===== config.mk =====
export PLATFORM = sky130hd
export DESIGN_NAME = ide_task_file_controller
export DESIGN_NICKNAME = d
export VERILOG_FILES = /design/src/hdl/ide_tf_pkg.sv /design/src/hdl/ide_task_file_controller.sv /design/src/hdl/ide_tf_ram.sv
export SDC_FILE = /design/constraint.sdc
export NUM_CORES = 2
export LEC_CHECK = 0
export BUFFER_PORTS_ARGS = -buffer_cell sky130_fd_sc_hd__buf_2
export CAP_MARGIN = 20
export CORE_MARGIN = 1
export CORE_UTILIZATION = 30
export CTS_CLUSTER_SIZE = 24
export DETAILED_ROUTE_END_ITERATION = 10
export PLACE_DENSITY_LB_ADDON = 0.1
export SLEW_MARGIN = 20
export SYNTH_ARGS = -nofsm -noshare
export SYNTH_HDL_FRONTEND = slang
export SYNTH_SLANG_ARGS = --single-unit

===== constraint.sdc =====
create_clock -name clk -period 41.3 [get_ports clk]
set_clock_uncertainty 0.15 [all_clocks]
set_input_delay 2.065 -clock clk [delete_from_list [all_inputs] [get_ports clk]]
set_output_delay 2.065 -clock clk [all_outputs]
set_load 0.03 [all_outputs]

===== src/hdl/ide_tf_pkg.sv =====
// Types, codes and constants of the IDE task file controller.
package ide_tf_pkg;

    localparam int SECTOR_BYTES_DEF = 512;

    // Status register bits
    localparam logic [7:0] STS_BSY = 8'h80;
    localparam logic [7:0] STS_RDY = 8'h40;
    localparam logic [7:0] STS_DSC = 8'h10;
    localparam logic [7:0] STS_DRQ = 8'h08;
    localparam logic [7:0] STS_ERR = 8'h01;

    // Commands
    localparam logic [7:0] CMD_EXEC_DIAG  = 8'h90;
    localparam logic [7:0] CMD_SET_FEAT   = 8'hEF;
    localparam logic [7:0] CMD_READ       = 8'h20;
    localparam logic [7:0] CMD_READ_RETRY = 8'h21;
    localparam logic [7:0] CMD_IDENTIFY   = 8'hEC;

    localparam logic [7:0] FEAT_VALID  = 8'h01;
    localparam logic [7:0] DIAG_CODE   = 8'h01;
    localparam logic [7:0] BYTE_PAST_END = 8'hFF;
    localparam logic [7:0] COUNT_RESET = 8'h01;

    // Task file register offsets
    localparam logic [2:0] OFF_DATA  = 3'd0;
    localparam logic [2:0] OFF_ERROR = 3'd1;
    localparam logic [2:0] OFF_COUNT = 3'd2;
    localparam logic [2:0] OFF_LBA0  = 3'd3;
    localparam logic [2:0] OFF_LBA1  = 3'd4;
    localparam logic [2:0] OFF_LBA2  = 3'd5;
    localparam logic [2:0] OFF_LBA3  = 3'd6;
    localparam logic [2:0] OFF_CMD   = 3'd7;

    // Configuration register indexes
    localparam logic [1:0] CFG_DISK0_PRESENT = 2'd0;
    localparam logic [1:0] CFG_DISK1_PRESENT = 2'd1;
    localparam logic [1:0] CFG_DISK0_BLOCKS  = 2'd2;
    localparam logic [1:0] CFG_DISK1_BLOCKS  = 2'd3;

    localparam int CFG_W   = 29;
    localparam int BLOCK_W = 28;
    localparam int DRIVE_BIT = 28;

    typedef enum logic [1:0] {
        MODE_READ  = 2'd0,
        MODE_WRITE = 2'd1,
        MODE_FILL  = 2'd2,
        MODE_IDLE  = 2'd3
    } tf_mode_t;

    typedef enum logic [1:0] {
        S_IDLE,
        S_EXEC,
        S_CLEAR
    } tf_state_t;

endpackage


===== src/hdl/ide_task_file_controller.sv =====
// Top level of the IDE task file controller: register file, command decode, sector buffer.
//
// Usage. Drive mode, reg_offset, write_data and fill_index and raise start; the
// transaction is taken at a clock edge where start is high and busy is low.
// Mode 0 reads a task file register, mode 1 writes one (a write to offset 7 runs
// a command), mode 2 stores a byte from storage into the sector buffer.
// Each transaction yields one result: done is high for exactly one cycle, registered from
// the EXEC state after acceptance, with read_data, status_now and the fetch request.
// The result cannot be held off; capture it in the done cycle.
// A new transaction is taken only once the last is through: the buffer RAM read
// (registered output) comes first, then the EXEC state updates registers and writes
// the RAM. start may be high again in the done cycle.
// IDENTIFY zeroes the sector buffer with a sweep over every entry, one entry
// a cycle, during which busy stays high; configuration writes are still taken.
// Configuration (cfg_we, cfg_index, cfg_data) is to be written only while idle; the block does not enforce this.
// Reset restores the task file registers (count 1, status RDY, read pointer at
// the buffer end); buffer contents are undefined until filled.
module ide_task_file_controller
    import ide_tf_pkg::*;
#(
    parameter int SECTOR_BYTES = SECTOR_BYTES_DEF
) (
    input  logic               clk,
    input  logic               rst_n,
    input  logic               start,
    output logic               busy,
    input  logic [1:0]         mode,
    input  logic [2:0]         reg_offset,
    input  logic [7:0]         write_data,
    input  logic [8:0]         fill_index,
    output logic               done,
    output logic [7:0]         read_data,
    output logic [7:0]         status_now,
    output logic               fetch_request,
    output logic               fetch_drive,
    output logic [BLOCK_W-1:0] fetch_block,
    input  logic               cfg_we,
    input  logic [1:0]         cfg_index,
    input  logic [CFG_W-1:0]   cfg_data
);

    localparam int ADDR_W = $clog2(SECTOR_BYTES);
    localparam int PTR_W  = ADDR_W + 1;
    localparam logic [PTR_W-1:0] PTR_END = PTR_W'(SECTOR_BYTES);

    tf_state_t state_reg, state_next;

    tf_mode_t     item_mode_reg,  item_mode_next;
    logic [2:0]   item_off_reg,   item_off_next;
    logic [7:0]   item_wdata_reg, item_wdata_next;
    logic [8:0]   item_fidx_reg,  item_fidx_next;

    logic [PTR_W-1:0]  rp_reg, rp_next;
    logic [31:0]       lba_reg, lba_next;
    logic [7:0]        status_reg, status_next;
    logic [7:0]        error_reg, error_next;
    logic [7:0]        count_reg, count_next;
    logic [7:0]        feature_reg, feature_next;
    logic              d0p_reg, d0p_next;
    logic              d1p_reg, d1p_next;
    logic [CFG_W-1:0]  d0b_reg, d0b_next;
    logic [CFG_W-1:0]  d1b_reg, d1b_next;
    logic [ADDR_W-1:0] clr_cnt_reg, clr_cnt_next;

    logic               done_reg, done_next;
    logic [7:0]         rdata_reg, rdata_next;
    logic [7:0]         ostat_reg, ostat_next;
    logic               freq_reg, freq_next;
    logic               fdrv_reg, fdrv_next;
    logic [BLOCK_W-1:0] fblk_reg, fblk_next;

    logic              accept;
    logic              is_identify;
    logic              mem_we;
    logic [ADDR_W-1:0] mem_waddr;
    logic [7:0]        mem_wdata;
    logic [ADDR_W-1:0] mem_raddr;
    logic [7:0]        mem_rdata;

    // Scratch values for command execution
    logic              dsc_eval;
    logic [CFG_W-1:0]  blk_ext;
    logic              sel_drv;
    logic              sel_present;
    logic [CFG_W-1:0]  sel_size;

    ide_tf_ram #(
        .WIDTH (8),
        .DEPTH (SECTOR_BYTES)
    ) u_buf (
        .clk   (clk),
        .we    (mem_we),
        .waddr (mem_waddr),
        .wdata (mem_wdata),
        .raddr (mem_raddr),
        .rdata (mem_rdata)
    );

    assign accept = start && (state_reg == S_IDLE);

    assign is_identify = (item_mode_reg == MODE_WRITE) && (item_off_reg == OFF_CMD)
                         && (item_wdata_reg == CMD_IDENTIFY);

    // Next state
    always_comb
    begin
        state_next = state_reg;
        unique case (state_reg)
            S_IDLE:
            begin
                if (accept)
                begin
                    state_next = S_EXEC;
                end
            end
            S_EXEC:
            begin
                state_next = is_identify ? S_CLEAR : S_IDLE;
            end
            S_CLEAR:
            begin
                if (clr_cnt_reg == {ADDR_W{1'b1}})
                begin
                    state_next = S_IDLE;
                end
            end
            default:
            begin
                state_next = S_IDLE;
            end
        endcase
    end

    // State outputs: handshake and buffer RAM port
    always_comb
    begin
        busy      = 1'b1;
        mem_we    = 1'b0;
        mem_waddr = ADDR_W'(item_fidx_reg);
        mem_wdata = item_wdata_reg;
        mem_raddr = rp_reg[ADDR_W-1:0];
        unique case (state_reg)
            S_IDLE:
            begin
                busy = 1'b0;
            end
            S_EXEC:
            begin
                mem_we = (item_mode_reg == MODE_FILL);
            end
            S_CLEAR:
            begin
                mem_we    = 1'b1;
                mem_waddr = clr_cnt_reg;
                mem_wdata = '0;
            end
            default:
            begin
                busy = 1'b1;
            end
        endcase
    end

    // Register file and command execution
    always_comb
    begin
        item_mode_next  = item_mode_reg;
        item_off_next   = item_off_reg;
        item_wdata_next = item_wdata_reg;
        item_fidx_next  = item_fidx_reg;
        rp_next         = rp_reg;
        lba_next        = lba_reg;
        status_next     = status_reg;
        error_next      = error_reg;
        count_next      = count_reg;
        feature_next    = feature_reg;
        d0p_next        = d0p_reg;
        d1p_next        = d1p_reg;
        d0b_next        = d0b_reg;
        d1b_next        = d1b_reg;
        clr_cnt_next    = clr_cnt_reg;
        done_next       = 1'b0;
        rdata_next      = rdata_reg;
        ostat_next      = ostat_reg;
        freq_next       = 1'b0;
        fdrv_next       = fdrv_reg;
        fblk_next       = fblk_reg;
        dsc_eval        = 1'b0;

        sel_drv     = lba_reg[DRIVE_BIT];
        sel_present = sel_drv ? d1p_reg : d0p_reg;
        sel_size    = sel_drv ? d1b_reg : d0b_reg;
        blk_ext     = {1'b0, lba_reg[BLOCK_W-1:0]};

        if (cfg_we)
        begin
            unique case (cfg_index)
                CFG_DISK0_PRESENT:
                begin
                    d0p_next = cfg_data[0];
                    dsc_eval = 1'b1;
                end
                CFG_DISK1_PRESENT:
                begin
                    d1p_next = cfg_data[0];
                    dsc_eval = 1'b1;
                end
                CFG_DISK0_BLOCKS: d0b_next = cfg_data;
                CFG_DISK1_BLOCKS: d1b_next = cfg_data;
                default:
                begin
                    dsc_eval = 1'b0;
                end
            endcase
            if (dsc_eval)
            begin
                status_next[4] = lba_reg[DRIVE_BIT] ? d1p_next : d0p_next;
            end
        end

        if (state_reg == S_CLEAR)
        begin
            clr_cnt_next = clr_cnt_reg + 1'b1;
        end

        if (state_reg == S_EXEC)
        begin
            done_next  = 1'b1;
            rdata_next = '0;
            freq_next  = 1'b0;
            fdrv_next  = 1'b0;
            fblk_next  = '0;
            unique case (item_mode_reg)
                MODE_READ:
                begin
                    unique case (item_off_reg)
                        OFF_DATA:
                        begin
                            if (rp_reg < PTR_END)
                            begin
                                rdata_next = mem_rdata;
                                rp_next    = rp_reg + 1'b1;
                                if (rp_next == PTR_END)
                                begin
                                    status_next = status_reg & ~STS_DRQ;
                                end
                            end
                            else
                            begin
                                rdata_next  = BYTE_PAST_END;
                                status_next = (status_reg | STS_ERR) & ~STS_DRQ;
                            end
                        end
                        OFF_ERROR: rdata_next = error_reg;
                        OFF_COUNT: rdata_next = count_reg;
                        OFF_LBA0:  rdata_next = lba_reg[7:0];
                        OFF_LBA1:  rdata_next = lba_reg[15:8];
                        OFF_LBA2:  rdata_next = lba_reg[23:16];
                        OFF_LBA3:  rdata_next = lba_reg[31:24];
                        default:   rdata_next = status_reg;
                    endcase
                end
                MODE_WRITE:
                begin
                    unique case (item_off_reg)
                        OFF_DATA:  rdata_next = '0;
                        OFF_ERROR: feature_next = item_wdata_reg;
                        OFF_COUNT: count_next = item_wdata_reg;
                        OFF_LBA0:  lba_next[7:0] = item_wdata_reg;
                        OFF_LBA1:  lba_next[15:8] = item_wdata_reg;
                        OFF_LBA2:  lba_next[23:16] = item_wdata_reg;
                        OFF_LBA3:
                        begin
                            lba_next[31:24] = item_wdata_reg;
                            // Re-evaluate seek complete when the drive bit flips
                            if (lba_next[DRIVE_BIT] != lba_reg[DRIVE_BIT])
                            begin
                                status_next[4] = lba_next[DRIVE_BIT] ? d1p_reg : d0p_reg;
                            end
                        end
                        default:
                        begin
                            unique case (item_wdata_reg) inside
                                CMD_EXEC_DIAG:
                                begin
                                    error_next = DIAG_CODE;
                                end
                                CMD_SET_FEAT:
                                begin
                                    if (feature_reg != FEAT_VALID)
                                    begin
                                        status_next = status_reg | STS_ERR;
                                    end
                                end
                                CMD_READ, CMD_READ_RETRY:
                                begin
                                    rp_next = '0;
                                    if (!sel_present || (count_reg != 8'd1)
                                        || (blk_ext >= sel_size))
                                    begin
                                        status_next = status_reg | STS_ERR;
                                    end
                                    else
                                    begin
                                        status_next = status_reg | STS_DRQ;
                                        freq_next   = 1'b1;
                                        fdrv_next   = sel_drv;
                                        fblk_next   = lba_reg[BLOCK_W-1:0];
                                    end
                                end
                                CMD_IDENTIFY:
                                begin
                                    rp_next     = '0;
                                    status_next = (status_reg & ~(STS_BSY | STS_ERR)) | STS_DRQ;
                                end
                                default:
                                begin
                                    status_next = STS_RDY | STS_ERR;
                                end
                            endcase
                        end
                    endcase
                end
                MODE_FILL:
                begin
                    rdata_next = '0;
                end
                default:
                begin
                    rdata_next = '0;
                end
            endcase
            ostat_next = status_next;
        end

        if (accept)
        begin
            item_mode_next  = tf_mode_t'(mode);
            item_off_next   = reg_offset;
            item_wdata_next = write_data;
            item_fidx_next  = fill_index;
        end
    end

    always_ff @(posedge clk or negedge rst_n)
    begin
        if (!rst_n)
        begin
            state_reg   <= S_IDLE;
            rp_reg      <= PTR_END;
            lba_reg     <= '0;
            status_reg  <= STS_RDY;
            error_reg   <= '0;
            count_reg   <= COUNT_RESET;
            feature_reg <= '0;
            d0p_reg     <= 1'b0;
            d1p_reg     <= 1'b0;
            d0b_reg     <= '0;
            d1b_reg     <= '0;
            clr_cnt_reg <= '0;
            done_reg    <= 1'b0;
        end
        else
        begin
            state_reg   <= state_next;
            rp_reg      <= rp_next;
            lba_reg     <= lba_next;
            status_reg  <= status_next;
            error_reg   <= error_next;
            count_reg   <= count_next;
            feature_reg <= feature_next;
            d0p_reg     <= d0p_next;
            d1p_reg     <= d1p_next;
            d0b_reg     <= d0b_next;
            d1b_reg     <= d1b_next;
            clr_cnt_reg <= clr_cnt_next;
            done_reg    <= done_next;
        end
    end

    // Transaction and result payload
    always_ff @(posedge clk)
    begin
        item_mode_reg  <= item_mode_next;
        item_off_reg   <= item_off_next;
        item_wdata_reg <= item_wdata_next;
        item_fidx_reg  <= item_fidx_next;
        rdata_reg      <= rdata_next;
        ostat_reg      <= ostat_next;
        freq_reg       <= freq_next;
        fdrv_reg       <= fdrv_next;
        fblk_reg       <= fblk_next;
    end

    assign done          = done_reg;
    assign read_data     = rdata_reg;
    assign status_now    = ostat_reg;
    assign fetch_request = freq_reg;
    assign fetch_drive   = fdrv_reg;
    assign fetch_block   = fblk_reg;

endmodule


===== src/hdl/ide_tf_ram.sv =====
// Generic single-write, single-read RAM with registered read data.
module ide_tf_ram #(
    parameter int WIDTH = 8,
    parameter int DEPTH = 512
) (
    input  logic                     clk,
    input  logic                     we,
    input  logic [$clog2(DEPTH)-1:0] waddr,
    input  logic [WIDTH-1:0]         wdata,
    input  logic [$clog2(DEPTH)-1:0] raddr,
    output logic [WIDTH-1:0]         rdata
);

    logic [WIDTH-1:0] mem [DEPTH];

    always_ff @(posedge clk)
    begin
        if (we)
        begin
            mem[waddr] <= wdata;
        end
        rdata <= mem[raddr];
    end

endmodule


**After elaboration in Yosys (flattened, before gate mapping)**

Memories as Yosys holds them, arrays and structs flattened. A register that Yosys moved wholly into a read port is not among the register bits.
Index checks and enable logic that the tools add are counted.

- Memory bits (writable): 4096
- Word-level logic and storage cells: 137
- Bits in registers: 207
- Memories: 1
- Input bits: 57

- Muxes and demuxes: 43
- Add/subtract/negate cells: 2
- Bitwise operators: 4
- Equality and inequality tests: 30
- Reduce and logical (&&, ||, !) cells: 29
- $lt $le $gt $ge: 2

Memories:

| name | words | width | read ports | clocked after memory_dff | wr ports | line | source |
|---|---|---|---|---|---|---|---|
| u_buf.mem | 512 | 8 | 1 | 1 | 1 | ide_tf_ram.sv:14 | `logic [WIDTH-1:0] mem [DEPTH];` |

Operators by type and width:

| kind | number |
|---|---|
| case mux 8 bit (7 select lines) | 1 |
| 2-to-1 mux 10 bit | 4 |
| case mux 8 bit (4 select lines) | 1 |
| greater-or-equal comparator 28 x 29 -> 1 bit | 1 |
| 2-to-1 mux 29 bit | 1 |
| 2-to-1 mux 5 bit | 5 |
| == test 8 bit (second input constant) | 3 |
| case mux 10 bit (2 select lines) | 1 |
| OR reduction 10 bit | 2 |
| AND reduction 3 bit | 6 |
| 2-to-1 mux 1 bit | 17 |
| == test 8 x 6 -> 1 bit (second input constant) | 2 |
| 2-to-1 mux 8 bit | 2 |
| inequality test 8 x 1 -> 1 bit (second input constant) | 2 |
| case mux 8 bit (2 select lines) | 1 |
| == test 3 bit (second input constant) | 4 |
| inequality test 2 bit (second input constant) | 6 |
| adder 10 x 1 -> 10 bit (second input constant) | 1 |
| == test 10 bit (second input constant) | 1 |
| < comparator 10 bit (second input constant) | 1 |
| adder 9 x 1 -> 9 bit (second input constant) | 1 |
| == test 9 bit (second input constant) | 1 |
| 2-to-1 mux 9 bit | 1 |
| == test 2 bit (second input constant) | 4 |
| other kinds (23) | 41 |

**Depth between registers and ports, before layout**

- Depth in word-level cells: 11
- Depth in mapped cells: 15

**Hierarchy**

Synthesis repeated with hierarchy kept, for this count alone.

- Cell total of the unflattened synthesis: 8810
- Area, all modules: 169804.1 um^2

By module, submodules not included:

| module | seq. area each (um^2) | times used | cells an instance | area each (um^2) |
|---|---|---|---|---|
| ide_tf_ram | 123158.1 | 1 | 8030 | 159927.1 |
| ide_task_file_controller | 5514.0 | 1 | 780 | 9877.0 |

**Least setup slack after synthesis**

No wires, ideal clock.

- Kind: flip-flop to flip-flop
- From: reg state_reg[0]
- To: mem u_buf.mem[0][4], data pin
- Period minus slack after synthesis: 16468 ps
- Setup slack: 24832 ps
- Data arrival time: 13614 ps
- Stages on the path, launching flop included: 7
- Buffers on the path: 3
- Setup time: 2704 ps
- Data required time: 38446 ps
- Cell sequence: dfrtp_1 -> inv_1 -> ha_1 -> clkbuf_1 -> clkbuf_1 -> clkbuf_1 -> nor2b_1

- Word-level cells in the longest chain between the ends: 2

Ends and longest elaborated chain:

| item | line | source |
|---|---|---|
| start, declared | ide_task_file_controller.sv:46 | `tf_state_t state_reg, state_next;` |
| start signal, assigned | ide_task_file_controller.sv:365 | `state_reg <= state_next;` |
| == test 2 bit | ide_task_file_controller.sv:142 | `unique case (state_reg)` |
| 2-to-1 mux 8 bit | ide_task_file_controller.sv:142 |  |
| via mem_wdata[4] | ide_task_file_controller.sv:76 | `logic [7:0] mem_wdata;` |
| end, declared | ide_tf_ram.sv:14 |  |

The timed path passes the listed nets, and every way through them passes these cells.

==> impl_metrics.tcl <==
set metrics [dict create \
    outcome "complete, no violations" \
    rrSetupSlack_ps 34340 \
    hold_viol 0 \
    peakVddDrop_uv 46.0 \
    syn-mean-instance-area_um2 20.1 \
    power.total_uw 11900 \
    ant_nets 0 \
    path_cells "buf_4 > buf_4 > buf_4 > buf_12 > buf_4 > mux4_1 > a22o_1 > o21ai_0 > o21ai_0 > a21oi_1 > o2111ai_1 > and4_1" \
    setup_violations 0 \
    postPlaceCellArea_um2 179000 \
    die-area_um2 571000 \
    grt_max_degree 209 \
    cap_violations 0 \
    hpwlAfterDp_mm 361 \
    critical_path.max_stage_delay_ps 810 \
    fin_util_pct 34.5 \
    yosysTopAreaCell "edfxtp_1" \
    die_y_um 755 \
    endpoint "u_buf.rdata[5]" \
    worstPathRequired_ps 42070 \
    initial_utilization_pct 30.1 \
    ys_seq_area_share_pct 75.6 \
    async_flop_share_pct 3.22 \
    yosysTopAreaCellShare_pct 73.4 \
    syn_to_final_growth_pct 14.5 \
    synth_most_common_cell "edfxtp_1" \
    ys_top_cells_by_count "4163 x edfxtp_1, 788 x mux4_2, 637 x nor2_1" \
    layout_min_cycle_time_ps 6960 \
    ys_warn_count 0 \
    cp_max_fo 61 \
    timing.fmax_mhz 144 \
    power.leakage_uw 0.0601 \
    crit_buf_inv 5 \
    pre_cts_slack_ps 34350 \
    nNetsFinal 8868 \
    numClockSinks 4311 \
    tns_ps 0 \
    final_layout_size_suffix_gt1_share_pct 22.6 \
    vias 87704 \
    synthCells 8462 \
    grt_pass1_vias 88750 \
    critical_path_class "flip-flop to flip-flop" \
    worstSetupStartpointType "flip-flop" \
    grt_pass1_wl_mm 793 \
    drv_slew 0 \
    cts_hold_buffers 0 \
    relSlewSlack_pct 19.7 \
    dr.pass1.iters 6 \
    cts_setup_buffers 0 \
    num_rows 276 \
    setup_ws_ps 34340 \
    grt_overflow_total 0 \
    hold_class "flip-flop to flip-flop" \
    gp_congestion 0.798 \
    synth_flop_cell "edfxtp_1" \
    drtIter0Drc 8658 \
    syn_nets 8553 \
    numCtsBuffers 477 \
    fin_crit_sh_pct 16.8 \
    fp.coreArea_um2 565000 \
    cts_tree "done" \
    r2r-start "rp_reg[0]" \
    worst_pin_slew_ps 1200 \
    ctsResizeCount 0 \
    clk_latency_ps 1080 \
    synthTopCellsByArea "edfxtp_1 73%, mux4_2 10%, mux2i_1 3.4%" \
    synth_seq_cells 4311 \
    fillers 53101 \
    netlist_area_um2 170000 \
    synth_edf_count 4163 \
    post_synth_num_cell_types 85 \
    r2r_end "u_buf.rdata[5]" \
    die_width_um 755 \
    io_pins 105 \
    drc 0 \
    io_buffer_count 104 \
    cp-end-kind "flip-flop" \
    largest_reg_flops 4096 \
    gr-usage-all-layers_pct 20.1 \
    crit_arrival_ps 7730 \
    antenna_found_initial 54 \
    wirelength_mm 589 \
    cpLargestDelayFamily "buffers and inverters" \
    cpMaxStageDelayCell "dfrtp_4" \
    cts_max_level 5 \
    r2r_cells 12 \
    crit_start "rp_reg[0]" \
    cp.depth 12 \
    rsz0062_at_grt "false" \
    crit_path_frequent_cell "buf_4" \
    power_density_nw_per_um2 60.8 \
    clk_pin_slew_worst_paths_ps 60 \
    viasPerCell 5.25 \
    wire_per_inst_um 35.3 \
    stdcell_area_um2 195000 \
    cts_buffer_depth 4 \
    cts-root-buf "clkbuf_16" \
]
[layer usage]
metal	vias to the layer above	GRT usage, %	wire length (um)
met5	-	0	69
met4	10	4.60	14800
met3	710	3.09	34500
met2	2885	32.7	278000
met1	48325	28.4	261000
li1	35774	-	-
[area by class of cell]
cell class	instances	area [um^2]	area share (%)
tap	7506	9390	4.82
inverter	23	104	0.0533
clock buffer	596	12600	6.44
timing repair buffer	361	2910	1.49
clock inverter	288	2910	1.49
antenna	10	25.0	0.0128
multi-input combinational	3603	38400	19.7
sequential	4311	129000	66.0
[cells in the final DEF, fill, tap and decap left out, types with 20 or more instances in the layout]
cell,n
a211oi_1,20
a21oi_1,166
a221oi_1,20
a22oi_1,47
a31oi_1,26
and2_1,44
buf_12,32
buf_2,104
buf_4,218
bufinv_16,44
clkbuf_1,104
clkbuf_16,479
clkinv_1,108
clkinv_2,93
dfrtp_1,127
edfxtp_1,4163
ha_1,32
mux2_2,116
mux2i_1,570
mux4_1,55
mux4_2,788
nand2_1,160
nand3_1,51
nand4_1,24
nor2_1,599
nor2_2,28
nor3_1,65
o21ai_0,121
o221ai_1,186
o22ai_1,160
[power by group]
group	switching [uW]	internal [uW]	leakage, uW	total, uW
Sequential	84.2	5010	0.0393	5090
Clock	1810	2430	0.00752	4240
Combinational	1530	987	0.0133	2520
Total	3430	8420	0.0601	11900
[metrics by stage]
stage                     cells  hold slack, ps
after floorplan            8462             294
after global placement    15791             336
after detailed placement  15798             337
after CTS                 16682             351
after global routing      16689             357
final                     16698             351
[cells by family after synthesis]
| family | after synthesis | synth area share (%) |
|---|---|---|
| AOI/OAI and AO/OA | 904 | 3.64 |
| xor gates and xnor gates | 9 | 0.0463 |
| adders and majority gates | 34 | 0.250 |
| buffers and inverters | 548 | 2.22 |
| DFF | 4311 | 75.6 |
| muxes | 1530 | 15.4 |
| and+or+nand+nor | 1126 | 2.87 |
[worst min path at each step]
stage              endpoint         start  depth (start not counted)  slack (ps)
6_report         d1b_reg[0]    d1b_reg[0]                          1         350
5_1_grt          d1b_reg[0]    d1b_reg[0]                          1         360
4_1_cts          d1b_reg[0]    d1b_reg[0]                          1         350
3_5_place_dp     d1b_reg[0]    d1b_reg[0]                          1         340
3_3_place_gp     d1b_reg[0]    d1b_reg[0]                          1         340
2_1_floorplan  error_reg[0]  error_reg[0]                          1         290
[worst reg2reg max path, cell delays in order, from the launching register on]
cell and delay, ps:
dfrtp_4 810, buf_4 710, buf_4 690, buf_4 800, buf_12 550, buf_4 640, mux4_1 660, a22o_1 290
o21ai_0 420, o21ai_0 270, a21oi_1 310, o2111ai_1 240, and4_1 280
No activity file was read; power rests on OpenSTA's default activity.
